### config.mk
export PLATFORM = sky130hd
export DESIGN_NAME = window_level_to_gray8
export DESIGN_NICKNAME = d
export VERILOG_FILES = /design/src/wlg8_pkg.sv /design/src/window_level_to_gray8.sv /design/src/wlg8_div.sv
export SDC_FILE = /design/constraint.sdc
export NUM_CORES = 1
export LEC_CHECK = 0
export ABC_AREA = 1
export BUFFER_PORTS_ARGS = -buffer_cell sky130_fd_sc_hd__clkbuf_2
export CORE_MARGIN = 8
export CORE_UTILIZATION = 35
export CTS_CLUSTER_SIZE = 28
export DETAILED_ROUTE_END_ITERATION = 16
export GPL_ROUTABILITY_DRIVEN = 0
export SYNTH_ARGS = -nofsm -noshare
export SYNTH_HDL_FRONTEND = slang
export SYNTH_SLANG_ARGS = --single-unit
### constraint.sdc
create_clock -name i_clk -period 6.76 [get_ports i_clk]
set_clock_uncertainty 0.15 [all_clocks]
set_input_delay 1.352 -clock i_clk [delete_from_list [all_inputs] [get_ports i_clk]]
set_output_delay 1.352 -clock i_clk [all_outputs]
set_load 0.03 [all_outputs]
### src/wlg8_pkg.sv
`default_nettype none

package wlg8_pkg;

    localparam int WIDTH_BITS = 16;
    localparam int LEVEL_BITS = 16;
    localparam int GRAY_BITS  = 8;
    localparam int NUM_BITS   = WIDTH_BITS + GRAY_BITS;
    localparam int CFG_INDEX_BITS = 1;

    localparam logic [GRAY_BITS-1:0]  GRAY_MIN      = '0;
    localparam logic [GRAY_BITS-1:0]  GRAY_MAX      = 8'd255;
    localparam logic [WIDTH_BITS-1:0] WIDTH_RESET   = 16'd256;
    localparam logic [WIDTH_BITS-1:0] WIDTH_MIN     = 16'd1;
    localparam logic [LEVEL_BITS-1:0] LEVEL_RESET   = 16'sd128;

    typedef enum logic [CFG_INDEX_BITS-1:0] {
        REG_WINDOW_WIDTH = 1'b0,
        REG_WINDOW_LEVEL = 1'b1
    } t_cfg_reg;

    typedef enum logic [1:0] {
        SAT_NONE,
        SAT_LOW,
        SAT_HIGH
    } t_sat;

    typedef struct packed {
        t_sat                 sat;
        logic [NUM_BITS-1:0]  rem;
        logic [GRAY_BITS-1:0] quo;
    } t_div_word;

endpackage

`default_nettype wire

### src/window_level_to_gray8.sv
`default_nettype none

// Window/level mapping of a signed raw sample to an 8-bit gray word. Samples below
// level - floor(width/2) give 0, samples above level + floor(width/2) give 255, and
// the rest give floor(255 * (sample - level + floor(width/2)) / width). A new word is
// taken every clock while the output is not held; each word passes through the input
// register, the offset and range stage, the times-255 stage, the eight-stage restoring
// divider (one quotient bit per stage) and the output register. Any stage with a free
// slot keeps taking words while the output waits. Width and level are to be written by
// the user through the register port only while no word is in flight; the block itself
// does not enforce this. A width of zero is stored as one.

module window_level_to_gray8 #(
    parameter int SAMPLE_BITS = 16
) (
    input  wire                                     i_clk,
    input  wire                                     i_rst_n,
    input  wire                                     i_cfg_we,
    input  wire  [wlg8_pkg::CFG_INDEX_BITS-1:0]     i_cfg_index,
    input  wire  [wlg8_pkg::WIDTH_BITS-1:0]         i_cfg_wdata,
    input  wire                                     i_s_axis_tvalid,
    output logic                                    o_s_axis_tready,
    // sample
    input  wire  [((SAMPLE_BITS+7)/8)*8-1:0]        i_s_axis_tdata,
    output logic                                    o_m_axis_tvalid,
    input  wire                                     i_m_axis_tready,
    // gray
    output logic [wlg8_pkg::GRAY_BITS-1:0]          o_m_axis_tdata
);
    import wlg8_pkg::*;

    localparam int DW = ((SAMPLE_BITS > WIDTH_BITS) ? SAMPLE_BITS : WIDTH_BITS + 1) + 2;

    logic [WIDTH_BITS-1:0]        r_width;
    logic signed [LEVEL_BITS-1:0] r_level;

    always_ff @(posedge i_clk) begin
        if (!i_rst_n) begin
            r_width <= WIDTH_RESET;
            r_level <= LEVEL_RESET;
        end else if (i_cfg_we) begin
            case (t_cfg_reg'(i_cfg_index))
                REG_WINDOW_WIDTH: r_width <= (i_cfg_wdata == '0) ? WIDTH_MIN : i_cfg_wdata;
                REG_WINDOW_LEVEL: r_level <= i_cfg_wdata;
                default: ;
            endcase
        end
    end

    // stage a: input register
    logic                   r_a_v;
    logic [SAMPLE_BITS-1:0] r_a_sample;
    // stage b: offset and range
    logic                   r_b_v;
    t_sat                   r_b_sat;
    logic [WIDTH_BITS-1:0]  r_b_off;
    // stage c: numerator
    logic                   r_c_v;
    t_div_word              r_c_word;
    // output register
    logic                   r_o_v;
    logic [GRAY_BITS-1:0]   r_o_gray;

    logic      rdy_a, rdy_b, rdy_c, rdy_o;
    logic      div_ready, div_valid;
    t_div_word div_word;

    assign rdy_o = !r_o_v || i_m_axis_tready;
    assign rdy_c = !r_c_v || div_ready;
    assign rdy_b = !r_b_v || rdy_c;
    assign rdy_a = !r_a_v || rdy_b;
    assign o_s_axis_tready = rdy_a;

    logic signed [DW-1:0] s_ext, l_ext, h_ext, span, n_off;
    t_sat                 n_sat;

    always_comb begin
        s_ext = {{(DW-SAMPLE_BITS){r_a_sample[SAMPLE_BITS-1]}}, r_a_sample};
        l_ext = {{(DW-LEVEL_BITS){r_level[LEVEL_BITS-1]}}, r_level};
        h_ext = {{(DW-WIDTH_BITS+1){1'b0}}, r_width[WIDTH_BITS-1:1]};
        span  = {{(DW-WIDTH_BITS){1'b0}}, r_width[WIDTH_BITS-1:1], 1'b0};
        n_off = s_ext - l_ext + h_ext;
        if (n_off < 0) begin
            n_sat = SAT_LOW;
        end else if (n_off > span) begin
            n_sat = SAT_HIGH;
        end else begin
            n_sat = SAT_NONE;
        end
    end

    t_div_word n_c_word;

    always_comb begin
        n_c_word.sat = r_b_sat;
        n_c_word.rem = {r_b_off, {GRAY_BITS{1'b0}}} - {{GRAY_BITS{1'b0}}, r_b_off};
        n_c_word.quo = '0;
    end

    logic [GRAY_BITS-1:0] n_o_gray;

    always_comb begin
        case (div_word.sat)
            SAT_LOW:  n_o_gray = GRAY_MIN;
            SAT_HIGH: n_o_gray = GRAY_MAX;
            default:  n_o_gray = div_word.quo;
        endcase
    end

    always_ff @(posedge i_clk) begin
        if (!i_rst_n) begin
            r_a_v <= 1'b0;
            r_b_v <= 1'b0;
            r_c_v <= 1'b0;
            r_o_v <= 1'b0;
        end else begin
            if (rdy_a) r_a_v <= i_s_axis_tvalid;
            if (rdy_b) r_b_v <= r_a_v;
            if (rdy_c) r_c_v <= r_b_v;
            if (rdy_o) r_o_v <= div_valid;
        end
        if (rdy_a && i_s_axis_tvalid) begin
            r_a_sample <= i_s_axis_tdata[SAMPLE_BITS-1:0];
        end
        if (rdy_b && r_a_v) begin
            r_b_sat <= n_sat;
            r_b_off <= n_off[WIDTH_BITS-1:0];
        end
        if (rdy_c && r_b_v) begin
            r_c_word <= n_c_word;
        end
        if (rdy_o && div_valid) begin
            r_o_gray <= n_o_gray;
        end
    end

    wlg8_div u_div (
        .i_clk   (i_clk),
        .i_rst_n (i_rst_n),
        .i_width (r_width),
        .i_valid (r_c_v),
        .o_ready (div_ready),
        .i_word  (r_c_word),
        .o_valid (div_valid),
        .i_ready (rdy_o),
        .o_word  (div_word)
    );

    assign o_m_axis_tvalid = r_o_v;
    assign o_m_axis_tdata  = r_o_gray;

endmodule

`default_nettype wire

### src/wlg8_div.sv
`default_nettype none

module wlg8_div (
    input  wire                                 i_clk,
    input  wire                                 i_rst_n,
    input  wire  [wlg8_pkg::WIDTH_BITS-1:0]     i_width,
    input  wire                                 i_valid,
    output logic                                o_ready,
    input  wlg8_pkg::t_div_word                 i_word,
    output logic                                o_valid,
    input  wire                                 i_ready,
    output wlg8_pkg::t_div_word                 o_word
);
    import wlg8_pkg::*;

    localparam int STAGES = GRAY_BITS;

    logic      r_v [STAGES];
    t_div_word r_w [STAGES];
    t_div_word n_w [STAGES];
    logic      rdy [STAGES+1];

    assign rdy[STAGES] = i_ready;

    // restoring division, one quotient bit per stage, msb first
    for (genvar j = 0; j < STAGES; j++) begin : g_stage
        localparam int SH = STAGES - 1 - j;
        logic                in_v;
        t_div_word           in_w;
        logic [NUM_BITS-1:0] div_sh;

        if (j == 0) begin : g_first
            assign in_v = i_valid;
            assign in_w = i_word;
        end else begin : g_next
            assign in_v = r_v[j-1];
            assign in_w = r_w[j-1];
        end

        assign rdy[j]  = !r_v[j] || rdy[j+1];
        assign div_sh  = {{GRAY_BITS{1'b0}}, i_width} << SH;

        always_comb begin
            n_w[j] = in_w;
            if (in_w.rem >= div_sh) begin
                n_w[j].rem     = in_w.rem - div_sh;
                n_w[j].quo[SH] = 1'b1;
            end
        end

        always_ff @(posedge i_clk) begin
            if (!i_rst_n) begin
                r_v[j] <= 1'b0;
            end else if (rdy[j]) begin
                r_v[j] <= in_v;
            end
            if (rdy[j] && in_v) begin
                r_w[j] <= n_w[j];
            end
        end
    end

    assign o_ready = rdy[0];
    assign o_valid = r_v[STAGES-1];
    assign o_word  = r_w[STAGES-1];

endmodule

`default_nettype wire
* After elaboration in Yosys (flattened, before gate mapping)
Memories as Yosys holds them, arrays and structs flattened.
Index checks and enable logic that the tools add are counted.
** Word-level totals
- Register bits :: 104
- Latch bits :: 0
- Memory bits (writable) :: 280
- ROM bits :: 0
- Bits of input ports :: 38
- Output and inout bits :: 10
- Memories kept :: 2
** Memory list
- u_div.r_w :: depth 8, width 34, rd ports 8, clocked after memory_dff 0, wr ports 8, line wlg8_div.sv:19 : t_div_word r_w [STAGES];
- u_div.r_v :: depth 8, width 1, rd ports 8, clocked after memory_dff 0, wr ports 8, line wlg8_div.sv:18 : logic r_v [STAGES];
** Cells by class
- Add/subtract/negate cells :: 11
- Multiply operators :: 0
- Div/mod/pow operators :: 0
- Magnitude comparators :: 10
- Equality and inequality tests :: 2
- Shifts and indexed selects :: 0
- Multiplexer cells :: 67
- Bitwise gates (word level) :: 9
- Reductions and logical operators :: 39
** Operators by type and width (count)
- $mux W24 :: 7
- $mux W1 :: 56
- $sub A24 B16 Y24 :: 2
- $mux W25 :: 1
- $ge A24 B16 Y1 :: 1
- $ge A24 B17 Y1 :: 1
- $ge A24 B18 Y1 :: 1
- $ge A24 B19 Y1 :: 1
- $ge A24 B20 Y1 :: 1
- $ge A24 B21 Y1 :: 1
- $ge A24 B22 Y1 :: 1
- $ge A24 B23 Y1 :: 1
- $sub A24 B17 Y24 :: 1
- $sub A24 B18 Y24 :: 1
- $sub A24 B19 Y24 :: 1
- $sub A24 B20 Y24 :: 1
- $sub A24 B21 Y24 :: 1
- $sub A24 B22 Y24 :: 1
- $sub A24 B23 Y24 :: 1
- $add A17 B16 Y18 :: 1
- $gt A18 B17 Y1 :: 1
- $lt A18 B1 Y1 const B :: 1
- $sub A16 B16 Y17 :: 1
- $logic_not A16 Y1 :: 1
- 11 further kinds :: 52

* Longest topological paths before layout
Gate-level depths: netlist of run 1.
- Depth after elaboration :: 14
- Gate-level depth with buffers :: 23
- Depth with buffers taken out :: 23

* Cells and area by module
From an unflattened synthesis of run 1, not the netlist that was laid out.
** Second synthesis, totals
- Cell total of the unflattened synthesis :: 3387
- Area, all modules :: 26200.1 µm²
** Modules (own cells, without submodules)
- wlg8_div :: times used 1, cells an instance 2707, area each 20140.6 µm², seq. area each 8398.1 µm²
- window_level_to_gray8 :: times used 1, cells an instance 680, area each 6059.6 µm², seq. area each 2762.6 µm²

* Worst setup path before layout of run 1
Ideal clock, no wire load.
- Path type :: in2out
- Start :: in i_m_axis_tready
- End :: out o_s_axis_tready
- Arrival time :: 2.397 ns
- Required time :: 5.258 ns
- Slack :: 2.861 ns
- Stages on the path :: 6
- Path buffers :: 0
- Path through :: inv_1 -> nand4_1 -> nor3_2 -> nand4_1 -> nor2_2 -> nand4_1
** On the way
- Word-level cells in the longest chain between the ends :: 12
** RTL lines
- from (decl) :: line window_level_to_gray8.sv:26 : input wire i_m_axis_tready,
- $logic_or A1 B1 Y1 :: line window_level_to_gray8.sv:68 : assign rdy_o = !r_o_v || i_m_axis_tready;
- $logic_or A1 B1 Y1 (8 in a row) :: line wlg8_div.sv:40 : assign rdy[j] = !r_v[j] || rdy[j+1];
- $logic_or A1 B1 Y1 :: line window_level_to_gray8.sv:69 : assign rdy_c = !r_c_v || div_ready;
- $logic_or A1 B1 Y1 :: line window_level_to_gray8.sv:70 : assign rdy_b = !r_b_v || rdy_c;
- $logic_or A1 B1 Y1 :: line window_level_to_gray8.sv:71 : assign rdy_a = !r_a_v || rdy_b;
- to (decl) :: line window_level_to_gray8.sv:22 : output logic o_s_axis_tready,
Every way passes these cells.

* Worst setup path in the final report of run 1
Same ends and word-level chain as after synthesis.

==> flow_metrics.tcl, run 1 <==
set metrics [dict create \
    status "complete, no violations" \
    grt_max_degree 39 \
    mostFrequentLayoutCell "nand2_1" \
    power.density_mw_per_mm2 237 \
    dr.pass1.iters 5 \
    routed_wl_um 57500 \
    post-route-min-period_ns 4.21 \
    drc 0 \
    worst-path-stages 8 \
    clkTransAtPathRegs_ns 0.06 \
    cp-end-kind "primary output" \
    drv_slew 0 \
    grt_pass1_wl_um 91700 \
    synthFlopType "edfxtp_1" \
    cp_max_fo 6 \
    drtIter0Drc 1275 \
    fin_util_pct 39.0 \
    grt_usage_pct 15.4 \
    dp_hpwl_um 43900 \
    num_rows 93 \
    die_w_um 269 \
    min_path_cells 0 \
    crit_chain "clkbuf_2 > inv_1 > nand4_1 > nor3_2 > nand4_1 > nor2_2 > nand4_1 > clkbuf_2" \
    ys_types 55 \
    path_delay_family "simple AND/OR/NAND/NOR gates" \
    die_h_um 269 \
    via_per_inst 4.94 \
    vias 18100 \
    crit_type "input port to primary output" \
    antenna_found_initial 1 \
    grt_pass1_vias 17300 \
    synthToLayoutAreaGrowth_pct 11.1 \
    netlist_area_mm2 0.0225 \
    setup_viol 0 \
    cts-resized-gates 0 \
    initial_core_util_pct 35.1 \
    finalWorstSetupSlack_ns 2.55 \
    place_ws_ns 2.55 \
    cpPeakStageDelay_ns 0.24 \
    coreArea_mm2 0.0640 \
    yosysWarnings 0 \
    rsz0062_at_grt "false" \
    synth-edff-count 295 \
    rr_worst_depth 20 \
    drive_gt1_share_pct 7.63 \
    fin_crit_sh_pct 62.2 \
    grt.overflow.total 0 \
    syn_nets 2938 \
    worstMarginPinSlew_ns 1.10 \
    cap_viol_max_count 0 \
    p_leak_nw 10.8 \
    clkSinkCount 332 \
    synth_sequential_area_ratio_pct 42.7 \
    synthArstFlopShare_pct 0 \
    layout_common_cells "nand2_1 (720), inv_1 (355), edfxtp_1 (295)" \
    antenna_cells 0 \
    crit_arrival_ns 2.70 \
    slew_headroom_pct 26.2 \
    post-cts-setup-buffer-count 0 \
    dieArea_mm2 0.0726 \
    finalHoldViolations 0 \
    total_power_mw 5.93 \
    fin_setup_tns_ns 0 \
    path_buf_inv 3 \
    crit_top_cell "nand4_1" \
    numCtsBuffers 38 \
    slowest_stage "nor2_2" \
    cts_tree "built" \
    root_buffer "clkbuf_16" \
    io_pins 48 \
    clockBufferDepth 3 \
    wl_per_cell_um 15.7 \
    holdWs_ns 0.262 \
    critPathRequiredTime_ns 5.26 \
    fin_nets 3010 \
    syn_area_per_cell_um2 8.30 \
    ys_ff_latch 332 \
    hold_path_class "flip-flop to flip-flop" \
    cts_max_level 2 \
    fillers 6531 \
    clock.fmax_mhz 238 \
    irDropWorstVdd_mv 0.182 \
    clk_latency_ns 0.57 \
    syn_inst 2706 \
    crit_path_start_kind "input port" \
    cts.hold.buffers_added 0 \
    antenna_left 0 \
    port_buffers 47 \
]
==> flip-flops by register name, indices dropped and copies added (netlist names) <==
signal and count:
r_a_sample 16, r_a_v 1, r_b_v 1, r_width 16
r_b_off 16, r_level 16, u_div.r_v 8, r_c_word 26
u_div.r_w 220, r_b_sat 2, o_m_axis_tvalid 1, o_m_axis_tdata 8
r_c_v 1
==> final cells by class <==
class                           instances  area, um2  share of cell area [%]
Multi-Input combinational cell       1975      11200                    45.1
Sequential cell                       332       9600                    38.5
Inverter                              365       1380                    5.51
Clock inverter                         22        310                    1.24
Clock buffer                           44        983                    3.94
Tap cell                              855       1070                    4.29
Timing Repair Buffer                   66        378                    1.51
==> Yosys cell counts (2+ instances only) <==
cell	n	area share, %
xnor2_1	40	1.6
inv_2	8	0.13
nor4_1	8	0.22
inv_4	2	0.056
fa_1	22	2.0
o21ai_0	129	2.9
nor2_1	230	3.8
a21oi_1	199	4.4
nand2_2	14	0.39
o211ai_1	2	0.067
a21boi_0	2	0.067
a211oi_1	2	0.067
dfxtp_1	37	3.3
nand3b_1	17	0.57
nor3b_1	2	0.067
o21ai_2	28	1.1
clkbuf_1	10	0.17
buf_2	4	0.089
a21oi_2	15	0.58
nor2_2	6	0.17
a31oi_1	2	0.056
o21bai_1	6	0.20
nand3_1	149	3.3
buf_6	14	0.70
nand4_1	60	1.7
o21a_1	6	0.20
nor3_1	32	0.71
ha_1	172	9.6
inv_1	355	5.9
buf_4	6	0.20
edfxtp_1	295	39
a21o_1	14	0.47
or2_2	3	0.084
o21ai_1	6	0.13
nand2_1	720	12
xor2_1	69	2.7
and3_1	2	0.056
==> logic make-up after synthesis <==
logic type	share of synthesized area (%)
simple gates	23.5
compound gates	10.7
buf+inv	7.28
xor+xnor	4.25
fa+ha+maj	11.5
flops	42.7
==> through the flow <==
stage / cell area (um2) / instances
after floorplan: 22500 / 2706
after global placement: 23700 / 3593
after detailed placement: 23700 / 3593
after CTS: 25000 / 3659
after global routing: 25000 / 3659
final: 25000 / 3659
==> final timing paths <==
path | from | endpoint | slack, ns
worst min-delay path | u_div.r_w[1][37] | u_div.r_w[1][71] | 0.26
worst min register to register | u_div.r_w[1][37] | u_div.r_w[1][71] | 0.26
worst max register to register | r_width[2] | r_b_sat[1] | 2.74
worst max-delay path | i_m_axis_tready | o_s_axis_tready | 2.55
==> layer usage <==
layer / part of all wire, % / GRT usage (%) / up-vias
li1: - / - / 9255
met1: 46 / 20.4 / 8310
met5: 0 / 0 / -
met4: 2.7 / 4.72 / 0
met3: 5.4 / 2.52 / 93
met2: 46 / 25.7 / 420
==> power by group <==
group          switching, mW  internal, mW  total [mW]
clock                  0.872          1.28        2.15
sequential            0.0552          2.35        2.41
combinational          0.863         0.501        1.36
Note: power is estimated with default switching activity, not from simulation.
==> inputs of run 2 (changes only) <==
==> constraint.sdc (replaced) <==
create_clock -name i_clk -period 3.7 [get_ports i_clk]
set_clock_uncertainty 0.15 [all_clocks]
set_input_delay 0.74 -clock i_clk [delete_from_list [all_inputs] [get_ports i_clk]]
set_output_delay 0.74 -clock i_clk [all_outputs]
set_load 0.03 [all_outputs]
==> flow_metrics.tcl, run 2 (same netlist as run 1, synthesis figures left out) <==
set metrics [dict create \
    grt_usage_pct 15.7 \
    fin_crit_sh_pct 93.8 \
    root_buffer "clkbuf_16" \
    setup_viol 0 \
    slew_headroom_pct 28.1 \
    clkTransAtPathRegs_ns 0.07 \
    grt_max_degree 39 \
    critPathRequiredTime_ns 3.89 \
    slowest_stage "fa_2" \
    synthToLayoutAreaGrowth_pct 12.2 \
    drive_gt1_share_pct 9.41 \
    io_pins 48 \
    routed_wl_um 58400 \
    cap_viol_max_count 0 \
    dieArea_mm2 0.0726 \
    clkSinkCount 332 \
    crit_type "flip-flop to flip-flop" \
    vias 18100 \
    met1_usage_pct 20.6 \
    cts_max_level 2 \
    grtUsageMet3_pct 2.54 \
    largest_reg_flops 220 \
    status "complete, no violations" \
    irDropWorstVdd_mv 0.364 \
    drv_slew 0 \
    clk_latency_ns 0.58 \
    largest_register "u_div.r_w" \
    crit_path_start_kind "flip-flop" \
    holdWs_ns 0.184 \
    cp-end-kind "flip-flop" \
    crit_chain "inv_1 > ha_1 > inv_2 > ha_4 > inv_1 > fa_2 > nand3b_1 > nand2_2 > nand2_2 > nand2_2 > nand2_2 > nand2_2 > a21oi_1 > xnor2_1 > ha_1 > nand2_2 > nor2_1 > a211oi_2 > nand2_1 > nand2_1 > nand2_1 > nor2_1 > nor2_1" \
    die_w_um 269 \
    worstMarginPinSlew_ns 1.08 \
    fin_nets 3030 \
    crit_arrival_ns 3.66 \
    fin_util_pct 39.4 \
    rrSetupSlack_ns 0.23 \
    power.density_mw_per_mm2 427 \
    layout_common_cells "nand2_1 (710), inv_1 (354), edfxtp_1 (295)" \
    dp_hpwl_um 44600 \
    cts_tree "built" \
    grt_pass1_vias 17500 \
    met2_usage_pct 26.4 \
    dr.pass1.iters 5 \
    finalHoldViolations 0 \
    cpPeakStageDelay_ns 0.39 \
    antenna_left 0 \
    via_per_inst 4.93 \
    crit_top_cell "nand2_2" \
    cp_max_fo 3 \
    post-route-min-period_ns 3.47 \
    path_buf_inv 3 \
    num_rows 93 \
    port_buffers 47 \
    grt.overflow.total 0 \
    die_h_um 269 \
    wl_per_cell_um 15.8 \
    min_path_cells 1 \
    initial_core_util_pct 35.1 \
    drc 0 \
    clockBufferDepth 3 \
    hold_path_class "input port to flip-flop" \
    total_power_mw 10.8 \
    drtIter0Drc 1088 \
    mostFrequentLayoutCell "nand2_1" \
    rr_worst_depth 23 \
    worst-path-stages 23 \
    numCtsBuffers 37 \
    coreArea_mm2 0.0640 \
    p_leak_nw 10.9 \
    gr-max-usage-layer "met2" \
    clock.fmax_mhz 288 \
    antenna_found_initial 0 \
    grt_pass1_wl_um 92900 \
    largestRegisters "u_div.r_w x220, r_c_word x26" \
    path_delay_family "adder cells" \
]
## run 2: cell count changes in the layout (fill, tap and decap cells not counted), sizes merged
cell,before,now
buf,19,40
clkinv,9,15
clkinvlp,6,2
bufinv,6,2
inv,366,370
diode,0,1
## run 2: repair_timing
item                                   4_1_cts  5_1_grt
setup endpoints to repair                    0        1
hold buffers                                 0        0
endpoints found under the hold margin        0        0
gates resized for setup                      0       33
buffers inserted                             0        4
## run 2: area by class of cell
type,count,area (um2)
antenna,1,2.50
clock buffer,44,962
clock inverter,24,243
fill,6584,38800
inverter,365,1380
multi-input combinational,1975,11400
sequential,332,9600
tap,855,1070
timing repair buffer,87,536
## run 2: layer usage
metal	up-vias	share of wire, %
met5	-	0
met1	8333	45
met4	0	2.9
li1	9310	-
met2	392	47
met3	105	5.2
## run 2: report_power, final
group / switching (mW) / internal [mW] / leakage, nW
logic: 1.65 / 1.05 / 7.30
registers: 0.0983 / 4.30 / 3.01
clock network: 1.61 / 2.05 / 0.586
total: 3.36 / 7.39 / 10.9
## run 2: worst register-to-register path, delay by kind of cell, from the launching register on
kind                       cells  cell delay, ns
xor gates and xnor gates       1            0.25
buffers and inverters          3            0.20
AOI/OAI and AO/OA              2            0.25
adders and majority gates      4            1.03
and+or+nand+nor               13            0.96
DFF                            1            0.37
## run 2: final timing paths
path / end / from
hold reg to reg: u_div.r_w[0][66] / u_div.r_w[0][32]
setup reg to reg: r_b_sat[1] / r_a_sample[0]
setup / recovery: r_b_sat[1] / r_a_sample[0]
hold / removal: r_a_sample[5] / i_s_axis_tdata[5]
## run 2: metrics by stage
step | instance area (um2) | setup WS [ns] | instances | TNS, ns
after global placement | 23800 | 0.121 | 3610 | 0
final | 25200 | 0.231 | 3683 | 0
after detailed placement | 23800 | 0.0684 | 3610 | 0
after floorplan | 22500 | 0.266 | 2706 | 0
after CTS | 25000 | 0.0474 | 3678 | 0
after global routing | 25200 | -0.0365 | 3682 | -0.0365
